## src/sv/assert_macros.svh

```systemverilog
// Assertion macros shared by the timer table RTL; empty when SYNTH is set.
`ifndef ASSERT_MACROS_SVH
`define ASSERT_MACROS_SVH
`ifndef SYNTH
// Property must hold at every clock edge out of reset.
`define MSTT_ASSERT(lbl, prop, msg) \
  lbl: assert property (@(posedge clk_i) disable iff (!rst_ni) (prop)) else $error(msg);
// Condition must never be true out of reset.
`define MSTT_NEVER(lbl, cond, msg) \
  lbl: assert property (@(posedge clk_i) disable iff (!rst_ni) !(cond)) else $error(msg);
`else
`define MSTT_ASSERT(lbl, prop, msg)
`define MSTT_NEVER(lbl, cond, msg)
`endif
`endif

```

## src/sv/mstt_pkg.sv

```systemverilog
// Shared types and constants of the timer slot table.
package mstt_pkg;

  // Input beat kinds
  typedef enum logic [1:0] {
    KIND_START    = 2'd0,
    KIND_STOP     = 2'd1,
    KIND_TICK     = 2'd2,
    KIND_DISPATCH = 2'd3
  } kind_e;

  // Result beat kinds
  typedef enum logic [1:0] {
    REPLY_START = 2'd0,
    REPLY_STOP  = 2'd1,
    REPLY_FIRE  = 2'd2,
    REPLY_DONE  = 2'd3
  } reply_e;

  // Result status codes
  typedef enum logic {
    STATUS_OK     = 1'b0,
    STATUS_REJECT = 1'b1
  } status_e;

  // Controller states
  typedef enum logic [1:0] {
    ST_IDLE  = 2'd0,
    ST_CLAIM = 2'd1,
    ST_FIRE  = 2'd2
  } state_e;

  localparam int SlotW    = 3;
  localparam int MaxFires = 8;
  localparam int FireCntW = 4;

  // Broadcast from the controller to every cell of the chain
  typedef struct packed {
    logic             claim;      // token looks for a free slot
    logic             commit;     // token holder applies its update
    logic             advance;    // shift token one cell along
    logic             clear;      // drop the token
    logic             tick;       // count down active slots not yet at zero
    logic             stop;       // free the slot named by stop_slot
    logic [SlotW-1:0] stop_slot;
  } cell_cmd_t;

endpackage

```

## src/sv/mstt_cell.sv

```systemverilog
// One timer slot of the chain: slot state plus one stage of the scan token.
module mstt_cell #(
  parameter int COUNT_WIDTH = 16,
  parameter int INDEX       = 0
) (
  input  logic                  clk_i,
  input  logic                  rst_ni,
  input  mstt_pkg::cell_cmd_t   cmd_i,
  input  logic [COUNT_WIDTH-1:0] period_i,
  input  logic                  no_reload_i,
  input  logic                  tok_i,
  output logic                  tok_o,
  output logic                  hit_o
);
  import mstt_pkg::*;

  logic                   active_q, active_d;
  logic                   tok_q, tok_d;
  logic [COUNT_WIDTH-1:0] period_q, period_d;
  logic [COUNT_WIDTH-1:0] rem_q, rem_d;
  logic                   no_reload_q, no_reload_d;
  logic                   expired;
  logic                   stop_hit;
  logic                   take;

  assign expired  = active_q && (rem_q == '0);
  assign stop_hit = cmd_i.stop && (int'(cmd_i.stop_slot) == INDEX);
  assign take     = cmd_i.commit && tok_q;

  // Report a match only while holding the token
  assign hit_o = tok_q && (cmd_i.claim ? !active_q : expired);
  assign tok_o = tok_q;

  // Shift the token, or drop it
  always_comb begin
    tok_d = tok_q;
    if (cmd_i.clear) begin
      tok_d = 1'b0;
    end else if (cmd_i.advance) begin
      tok_d = tok_i;
    end
  end

  // Update slot state
  always_comb begin
    active_d    = active_q;
    period_d    = period_q;
    rem_d       = rem_q;
    no_reload_d = no_reload_q;
    if (take && cmd_i.claim) begin
      active_d    = 1'b1;
      period_d    = period_i;
      rem_d       = period_i;
      no_reload_d = no_reload_i;
    end else if (take) begin
      if (no_reload_q) begin
        active_d = 1'b0;
      end else begin
        rem_d = period_q;
      end
    end else if (stop_hit) begin
      active_d = 1'b0;
    end else if (cmd_i.tick && active_q && (rem_q != '0)) begin
      rem_d = rem_q - 1'b1;
    end
  end

  always_ff @(posedge clk_i or negedge rst_ni) begin
    if (!rst_ni) begin
      active_q <= 1'b0;
      tok_q    <= 1'b0;
    end else begin
      active_q <= active_d;
      tok_q    <= tok_d;
    end
  end

  always_ff @(posedge clk_i) begin
    period_q    <= period_d;
    rem_q       <= rem_d;
    no_reload_q <= no_reload_d;
  end

endmodule

```

## src/sv/mstt_ctrl.sv

```systemverilog
// Sequencer of the timer table: input decode, token walk and result register.
`include "assert_macros.svh"
module mstt_ctrl #(
  parameter int TIMER_COUNT = 8,
  parameter int COUNT_WIDTH = 16
) (
  input  logic                   clk_i,
  input  logic                   rst_ni,
  input  logic                   in_valid_i,
  output logic                   in_stall_o,
  input  logic [1:0]             kind_i,
  input  logic [2:0]             timer_slot_i,
  input  logic [15:0]            period_i,
  input  logic                   no_reload_i,
  output logic                   out_valid_o,
  input  logic                   out_stall_i,
  output logic [1:0]             reply_kind_o,
  output logic                   status_o,
  output logic [2:0]             slot_o,
  output logic                   last_o,
  output mstt_pkg::cell_cmd_t    cmd_o,
  output logic [COUNT_WIDTH-1:0] period_o,
  output logic                   no_reload_o,
  output logic                   inject_o,
  input  logic                   tok_last_i,
  input  logic                   hit_i
);
  import mstt_pkg::*;

  localparam int IdxW = $clog2(TIMER_COUNT + 1);

  state_e                 state_q, state_d;
  logic                   end_q, end_d;
  logic [IdxW-1:0]        idx_q, idx_d;
  logic [FireCntW-1:0]    fires_q, fires_d;
  logic [COUNT_WIDTH-1:0] period_q;
  logic                   no_reload_q;
  logic                   out_valid_q;
  logic [1:0]             reply_kind_q;
  logic                   status_q;
  logic [2:0]             slot_q;
  logic                   last_q;

  logic                   can_load, accept, load;
  logic [COUNT_WIDTH-1:0] period_c;
  logic                   period_zero, stop_rej, fire_room;
  kind_e                  kind;
  logic                   emit;
  reply_e                 e_kind;
  status_e                e_status;
  logic [2:0]             e_slot;
  logic                   e_last;
  logic                   inject, walk_adv, commit, clear, tick, stop, fires_inc;

  assign can_load    = !out_valid_q || !out_stall_i;
  assign in_stall_o  = (state_q != ST_IDLE) || !can_load;
  assign accept      = in_valid_i && !in_stall_o;
  assign kind        = kind_e'(kind_i);
  assign period_c    = COUNT_WIDTH'(period_i);
  assign period_zero = (period_c == '0);
  assign stop_rej    = int'(timer_slot_i) >= TIMER_COUNT;
  assign fire_room   = fires_q < FireCntW'(MaxFires);
  assign load        = emit && can_load;

  // Next state
  always_comb begin
    state_d = state_q;
    case (state_q)
      ST_IDLE: begin
        if (accept && kind == KIND_START && !period_zero) begin
          state_d = ST_CLAIM;
        end else if (accept && kind == KIND_DISPATCH) begin
          state_d = ST_FIRE;
        end
      end
      ST_CLAIM: begin
        if ((end_q || hit_i) && can_load) begin
          state_d = ST_IDLE;
        end
      end
      ST_FIRE: begin
        if (end_q && can_load) begin
          state_d = ST_IDLE;
        end
      end
      default: state_d = ST_IDLE;
    endcase
  end

  // Outputs of the sequencer
  always_comb begin
    emit      = 1'b0;
    e_kind    = REPLY_START;
    e_status  = STATUS_OK;
    e_slot    = '0;
    e_last    = 1'b1;
    inject    = 1'b0;
    walk_adv  = 1'b0;
    commit    = 1'b0;
    clear     = 1'b0;
    tick      = 1'b0;
    stop      = 1'b0;
    fires_inc = 1'b0;
    case (state_q)
      ST_IDLE: begin
        if (accept) begin
          case (kind)
            KIND_START: begin
              if (period_zero) begin
                emit     = 1'b1;
                e_status = STATUS_REJECT;
              end else begin
                inject = 1'b1;
              end
            end
            KIND_STOP: begin
              emit     = 1'b1;
              e_kind   = REPLY_STOP;
              e_status = stop_rej ? STATUS_REJECT : STATUS_OK;
              e_slot   = timer_slot_i;
              stop     = !stop_rej;
            end
            KIND_TICK: tick = 1'b1;
            KIND_DISPATCH: inject = 1'b1;
            default: ;
          endcase
        end
      end
      ST_CLAIM: begin
        if (end_q) begin
          emit     = 1'b1;
          e_status = STATUS_REJECT;
          clear    = can_load;
        end else if (hit_i) begin
          emit   = 1'b1;
          e_slot = 3'(idx_q);
          commit = can_load;
          clear  = can_load;
        end else begin
          walk_adv = 1'b1;
        end
      end
      ST_FIRE: begin
        if (end_q) begin
          emit   = 1'b1;
          e_kind = REPLY_DONE;
          clear  = can_load;
        end else if (hit_i && fire_room) begin
          emit      = 1'b1;
          e_kind    = REPLY_FIRE;
          e_slot    = 3'(idx_q);
          e_last    = 1'b0;
          commit    = can_load;
          walk_adv  = can_load;
          fires_inc = can_load;
        end else begin
          walk_adv = 1'b1;
        end
      end
      default: ;
    endcase
  end

  // Cell broadcast
  always_comb begin
    cmd_o           = '0;
    cmd_o.claim     = (state_q == ST_CLAIM);
    cmd_o.commit    = commit;
    cmd_o.advance   = inject || walk_adv;
    cmd_o.clear     = clear;
    cmd_o.tick      = tick;
    cmd_o.stop      = stop;
    cmd_o.stop_slot = timer_slot_i;
  end
  assign inject_o    = inject;
  assign period_o    = period_q;
  assign no_reload_o = no_reload_q;

  // Track token position, end of chain and fire count
  always_comb begin
    end_d   = end_q;
    idx_d   = idx_q;
    fires_d = fires_q;
    if (clear) begin
      end_d = 1'b0;
    end else if (inject || walk_adv) begin
      end_d = tok_last_i;
    end
    if (inject) begin
      idx_d   = '0;
      fires_d = '0;
    end else begin
      if (walk_adv) begin
        idx_d = idx_q + 1'b1;
      end
      if (fires_inc) begin
        fires_d = fires_q + 1'b1;
      end
    end
  end

  always_ff @(posedge clk_i or negedge rst_ni) begin
    if (!rst_ni) begin
      state_q     <= ST_IDLE;
      end_q       <= 1'b0;
      idx_q       <= '0;
      fires_q     <= '0;
      out_valid_q <= 1'b0;
    end else begin
      state_q <= state_d;
      end_q   <= end_d;
      idx_q   <= idx_d;
      fires_q <= fires_d;
      if (can_load) begin
        out_valid_q <= emit;
      end
    end
  end

  // Hold start request and result beat
  always_ff @(posedge clk_i) begin
    if (accept && kind == KIND_START) begin
      period_q    <= period_c;
      no_reload_q <= no_reload_i;
    end
    if (load) begin
      reply_kind_q <= e_kind;
      status_q     <= e_status;
      slot_q       <= e_slot;
      last_q       <= e_last;
    end
  end

  assign out_valid_o  = out_valid_q;
  assign reply_kind_o = reply_kind_q;
  assign status_o     = status_q;
  assign slot_o       = slot_q;
  assign last_o       = last_q;

  `MSTT_ASSERT(a_commit_load, commit |-> load, "slot update without result beat")
  `MSTT_ASSERT(a_done_idle, (state_q == ST_FIRE && end_q && load) |=> (state_q == ST_IDLE), "dispatch did not close")
  `MSTT_NEVER(a_fire_cap, fires_q > FireCntW'(MaxFires), "fire count above limit")
  `MSTT_NEVER(a_idle_token, state_q == ST_IDLE && end_q, "token left over in idle")

endmodule

```

## src/sv/multi_slot_timer_table.sv

```systemverilog
// Top level of the timer slot table: sequencer and chain of slot cells.
//
// Input channel (in_valid_i / in_stall_o) takes one beat per command:
// start, stop, tick or dispatch. Output channel (out_valid_o / out_stall_i)
// returns result beats; last_o marks the final beat of a command.
// Tick and stop leave the sequencer idle; a stop reply is ready the next cycle.
// Start and dispatch walk a token through the chain of TIMER_COUNT cells,
// one cell per cycle unless a hit or the chain end waits on a stalled
// output. The next command is taken once the block is idle again.
// Fires leave at most one per cycle, in ascending slot order, then done.
// A stalled receiver holds the walk at a hit or at the chain end and
// holds the output beat; a new command waits until the output register
// can take its result.
// Reset clears all active flags and the sequencer; slot counts and periods
// are written by a start before they are read.
`include "assert_macros.svh"
module multi_slot_timer_table #(
  parameter int TIMER_COUNT = 8,
  parameter int COUNT_WIDTH = 16
) (
  input  logic        clk_i,
  input  logic        rst_ni,
  input  logic        in_valid_i,
  output logic        in_stall_o,
  input  logic [1:0]  kind_i,
  input  logic [2:0]  timer_slot_i,
  input  logic [15:0] period_i,
  input  logic        no_reload_i,
  output logic        out_valid_o,
  input  logic        out_stall_i,
  output logic [1:0]  reply_kind_o,
  output logic        status_o,
  output logic [2:0]  slot_o,
  output logic        last_o
);
  import mstt_pkg::*;

  cell_cmd_t              cmd;
  logic [COUNT_WIDTH-1:0] period;
  logic                   no_reload;
  logic [TIMER_COUNT:0]   tok_chain;
  logic [TIMER_COUNT-1:0] hits;

  mstt_ctrl #(
    .TIMER_COUNT(TIMER_COUNT),
    .COUNT_WIDTH(COUNT_WIDTH)
  ) u_ctrl (
    .clk_i        (clk_i),
    .rst_ni       (rst_ni),
    .in_valid_i   (in_valid_i),
    .in_stall_o   (in_stall_o),
    .kind_i       (kind_i),
    .timer_slot_i (timer_slot_i),
    .period_i     (period_i),
    .no_reload_i  (no_reload_i),
    .out_valid_o  (out_valid_o),
    .out_stall_i  (out_stall_i),
    .reply_kind_o (reply_kind_o),
    .status_o     (status_o),
    .slot_o       (slot_o),
    .last_o       (last_o),
    .cmd_o        (cmd),
    .period_o     (period),
    .no_reload_o  (no_reload),
    .inject_o     (tok_chain[0]),
    .tok_last_i   (tok_chain[TIMER_COUNT]),
    .hit_i        (|hits)
  );

  // Chain of slot cells, token enters at slot zero
  for (genvar g = 0; g < TIMER_COUNT; g++) begin : g_cell
    mstt_cell #(
      .COUNT_WIDTH(COUNT_WIDTH),
      .INDEX      (g)
    ) u_cell (
      .clk_i       (clk_i),
      .rst_ni      (rst_ni),
      .cmd_i       (cmd),
      .period_i    (period),
      .no_reload_i (no_reload),
      .tok_i       (tok_chain[g]),
      .tok_o       (tok_chain[g+1]),
      .hit_o       (hits[g])
    );
  end

  `MSTT_ASSERT(a_one_token, $onehot0(tok_chain[TIMER_COUNT:1]), "more than one token in chain")
  `MSTT_NEVER(a_hit_no_token, (hits != '0) && (tok_chain[TIMER_COUNT:1] == '0), "hit without token")

endmodule

```

## config.mk

```make
export PLATFORM = sky130hd
export DESIGN_NAME = multi_slot_timer_table
export DESIGN_NICKNAME = d
export VERILOG_FILES = /design/src/sv/mstt_pkg.sv /design/src/sv/mstt_cell.sv /design/src/sv/mstt_ctrl.sv /design/src/sv/multi_slot_timer_table.sv
export VERILOG_INCLUDE_DIRS = /design/src /design/src/sv
export SDC_FILE = /design/constraint.sdc
export NUM_CORES = 1
export LEC_CHECK = 0
export BUFFER_PORTS_ARGS = -buffer_cell sky130_fd_sc_hd__buf_2
export CORE_MARGIN = 1.5
export CORE_UTILIZATION = 55
export CTS_CLUSTER_DIAMETER = 50
export DETAILED_ROUTE_END_ITERATION = 8
export PLACE_DENSITY = 0.74
export SETUP_SLACK_MARGIN = 0.4
export SYNTH_ARGS = -nofsm -noshare
export SYNTH_HDL_FRONTEND = slang
export SYNTH_SLANG_ARGS = --single-unit
```

## constraint.sdc

```tcl
create_clock -name clk_i -period 5.1 [get_ports clk_i]
set_input_delay 1.275 -clock clk_i [delete_from_list [all_inputs] [get_ports clk_i]]
set_output_delay 1.275 -clock clk_i [all_outputs]
set_load 0.01 [all_outputs]
```

==> summary.txt <==
Setup path
  – FF-to-FF Start: g_cell[1].u_cell.rem_q[0]$_DFFE_PP_
  – Critical path peak fanout: 19
  – Setup CP Type: flip-flop to flip-flop
  – Register-to-Register Path Depth: 11
  – Worst EP arrival: 4.56 ns
  – Critical R2R Capture: g_cell[0].u_cell.no_reload_q$_DFFE_PP_
  – Setup crit start: g_cell[1].u_cell.rem_q[0]$_DFFE_PP_
  – R2R setup slack: 0.75 ns
  – WP data required: 5.31 ns
  – Worst Setup Start Kind: flip-flop
  – CP endpoint: g_cell[0].u_cell.no_reload_q$_DFFE_PP_
  – Setup crit end kind: flip-flop

GRT
  – Initial antenna violation count: 4
  – Vias in the first global route: 9879
  – First-pass GRT wire length: 56.5 mm
  – Largest net degree at the start of global routing: 83
  – Gr ovfl total: 0
  – Tot GR Track Use: 26.5%

Power and ir drop
  – Power Density: 388 nW/um^2
  – Worst VDD drop: 0.343 mV
  – Pwr Total: 0.00661 W
  – Static leakage: 6.61 nW

Synth
  – Mapped cell area: 15400 um^2
  – Seq/Total Area, Yosys: 60.4%
  – Syn Inst Count: 1229
  – Post-synthesis area per instance: 12.6 um^2
  – Post-synth EDFFs: 288
  – Flip-flop and latch count after synthesis: 315
  – Netlist cell types: 54
  – Top cell type by total area after synthesis: edfxtp_1
  – Mapped Nets: 1281
  – Asr flop ratio synth: 8.57%
  – Share of the synthesized area in the top cell type: 56.0%
  – Top cells by area, synth: edfxtp_1 (56%), mux2i_1 (9.3%), a21oi_1 (5.0%)
  – Synth warn: 0
  – Ys flop type: edfxtp_1

Outcome
  – Status: finished clean

STA
  – Hold Vio Cnt, Final: 0
  – Clock skew: 0.0191 ns
  – Min Tclk post-route: 4.35 ns
  – RSZ-0062 raised after global routing: no
  – Setup tns final: 0 ns
  – Final setup violating endpoints: 0
  – Final Cycle Share: 85.2%
  – Worst Tran Pin Value: 1.18 ns
  – Worst hold slack: 0.588 ns
  – F_max: 0.230 GHz
  – Fin. max-slew vios: 0
  – Relative slew margins: 20.2%

Placement
  – Port bufs: 34
  – Dpl hpwl: 24.3 mm
  – Final RePlAce weighted congestion: 0.964

Floorplanning
  – Die Ht: 171 um
  – Core Region: 27700 um^2
  – Die area: 29100 um^2
  – FP Rows: 61
  – Initial Utilization: 55.7%
  – Ports: 35
  – Die width: 171 um

Route
  – Drt first pass iters: 5
  – Drt initial violations: 974
  – Via count: 10.1k
  – Drt total wl: 37.4 mm
  – Remaining antenna violation count after routing: 0
  – Routed wire per std cell: 22.4 um
  – DRC Markers: 0
  – Via/cell ratio: 6.05

Clock network
  – Longest Clk Path Bufs: 3
  – TritonCTS clock tree: built
  – Clock Sinks: 315
  – H-tree depth: 2
  – TritonCTS buffer count: 35
  – Post-CTS Setup Repair Bufs: 0
  – Root buf cell: clkbuf_16
  – Post-CTS Hold Buffers: 0
  – Post-cts resize count: 0
  – Reg clk slew, reported paths: 0.06 ns
  – Clock Latency Late Sink: 0.52 ns

Finish
  – Area grow syn2layout: 10.3%
  – Final net count: 1318
  – Fillers: 2148
  – Layout cell share with drive strength beyond 1: 9.84%
  – Register area: 9320 um^2
  – # diodes: 0
  – Area of the multi-input gates: 5600 um^2

Run
  – Max cap viols: 0

Worst hold path
  – HP Class: flip-flop to flip-flop
[registers in the layout (all words and copies together) (netlist names)]
register	flops
u_ctrl.fires_q	4
g_cell.u_cell.no_reload_q	8
u_ctrl.out_valid_o	1
u_ctrl.status_o	1
u_ctrl.reply_kind_o	2
u_ctrl.end_q	1
u_ctrl.no_reload_o	1
g_cell.u_cell.rem_q	128
g_cell.u_cell.tok_o	8
u_ctrl.last_o	1
u_ctrl.idx_q	3
u_ctrl.slot_o	3
u_ctrl.state_q	2
u_ctrl.period_o	16
g_cell.u_cell.active_q	8
g_cell.u_cell.period_q	128
[final cells by class]
type | instances | share of cell area, %
multi-input cells | 807 | 32.9
flip-flops and latches | 315 | 54.7
inverters | 43 | 0.962
clock inverters | 18 | 1.01
repair buffers | 64 | 2.32
well taps | 378 | 2.78
clock buffers | 44 | 5.34
[where the power goes]
group	switching (W)	internal (W)
clock network	0.00102	0.00138
logic	0.000828	0.000339
registers	0.000131	0.00292
[layout by cell type, fill, tap and decap left out, types with 33 or more instances in the layout]
cell type / count
nand2_1: 61
a21oi_1: 155
xor2_1: 42
edfxtp_1: 288
buf_2: 34
inv_1: 42
xnor2_1: 67
nor3_1: 33
nor2_1: 63
nor4_1: 34
clkbuf_16: 35
mux2i_1: 144
[how the worst min path moves through the flow]
stage                                              from                             to  slack, ns  depth (start not counted)
final                     u_ctrl.state_q[0]$_DFFE_PN0P_  u_ctrl.state_q[0]$_DFFE_PN0P_       0.59                          1
after global routing      u_ctrl.state_q[0]$_DFFE_PN0P_  u_ctrl.state_q[0]$_DFFE_PN0P_       0.58                          1
after CTS                 u_ctrl.state_q[0]$_DFFE_PN0P_  u_ctrl.state_q[0]$_DFFE_PN0P_       0.57                          1
after detailed placement  u_ctrl.state_q[0]$_DFFE_PN0P_  u_ctrl.state_q[0]$_DFFE_PN0P_       0.55                          1
after global placement    u_ctrl.state_q[0]$_DFFE_PN0P_  u_ctrl.state_q[0]$_DFFE_PN0P_       0.54                          1
after floorplan           u_ctrl.state_q[0]$_DFFE_PN0P_  u_ctrl.state_q[0]$_DFFE_PN0P_       0.51                          1
[per-layer routing]
layer	part of all wire (%)	track usage [%]	vias up
met2	45	40.7	464
li1	-	-	4659
met5	0	0	-
met4	4.2	12.4	0
met1	41	35.6	4875
met3	10	6.64	101
[cell families (layout without fill, tap and decap cells)]
logic type      Yosys count  in the layout  share of synthesized area [%]
compound gates          208            208                           7.42
xor+xnor                109            109                           6.18
fa+ha+maj                26             26                           2.11
buf+inv                 107            169                           3.36
flops                   315            315                           60.4
mux                     144            144                           9.34
simple gates            320            320                           11.2
[through the flow]
step                worst slack [ns]  cells  utilization [%]  area, um^2
floorplan                       1.05   1229                -       15400
global placement               0.935   1607             57.6       16000
detailed placement             0.871   1607             57.6       16000
CTS                            0.846   1669             61.5       17000
global route                   0.532   1669             61.5       17000
finish                         0.754   1669             61.5       17000
[worst max-delay path: stages, from the launching register on]
cell	delay [ns]
edfxtp_1	0.42
inv_1	0.11
ha_1	0.15
or4b_2	0.60
nor4_1	0.52
nand2_1	0.11
and4_1	0.29
a32oi_4	0.59
nand4_1	0.16
buf_4	0.29
nor2_1	0.50
buf_4	0.30
[Yosys cell counts, types with 12 or more instances]
cell and instances:
nor2_1 63, mux2i_1 144, and2_1 22, or3_1 22
nand3b_1 12, nand2_1 61, o21ai_0 24, buf_1 18
clkbuf_1 25, inv_1 43, a21oi_1 155, nor3_1 33
or4_1 12, ha_1 26, dfrtp_1 27, edfxtp_1 288
xor2_1 42, xnor2_1 67, nor4_1 34
(Power assumes the default switching activity.)
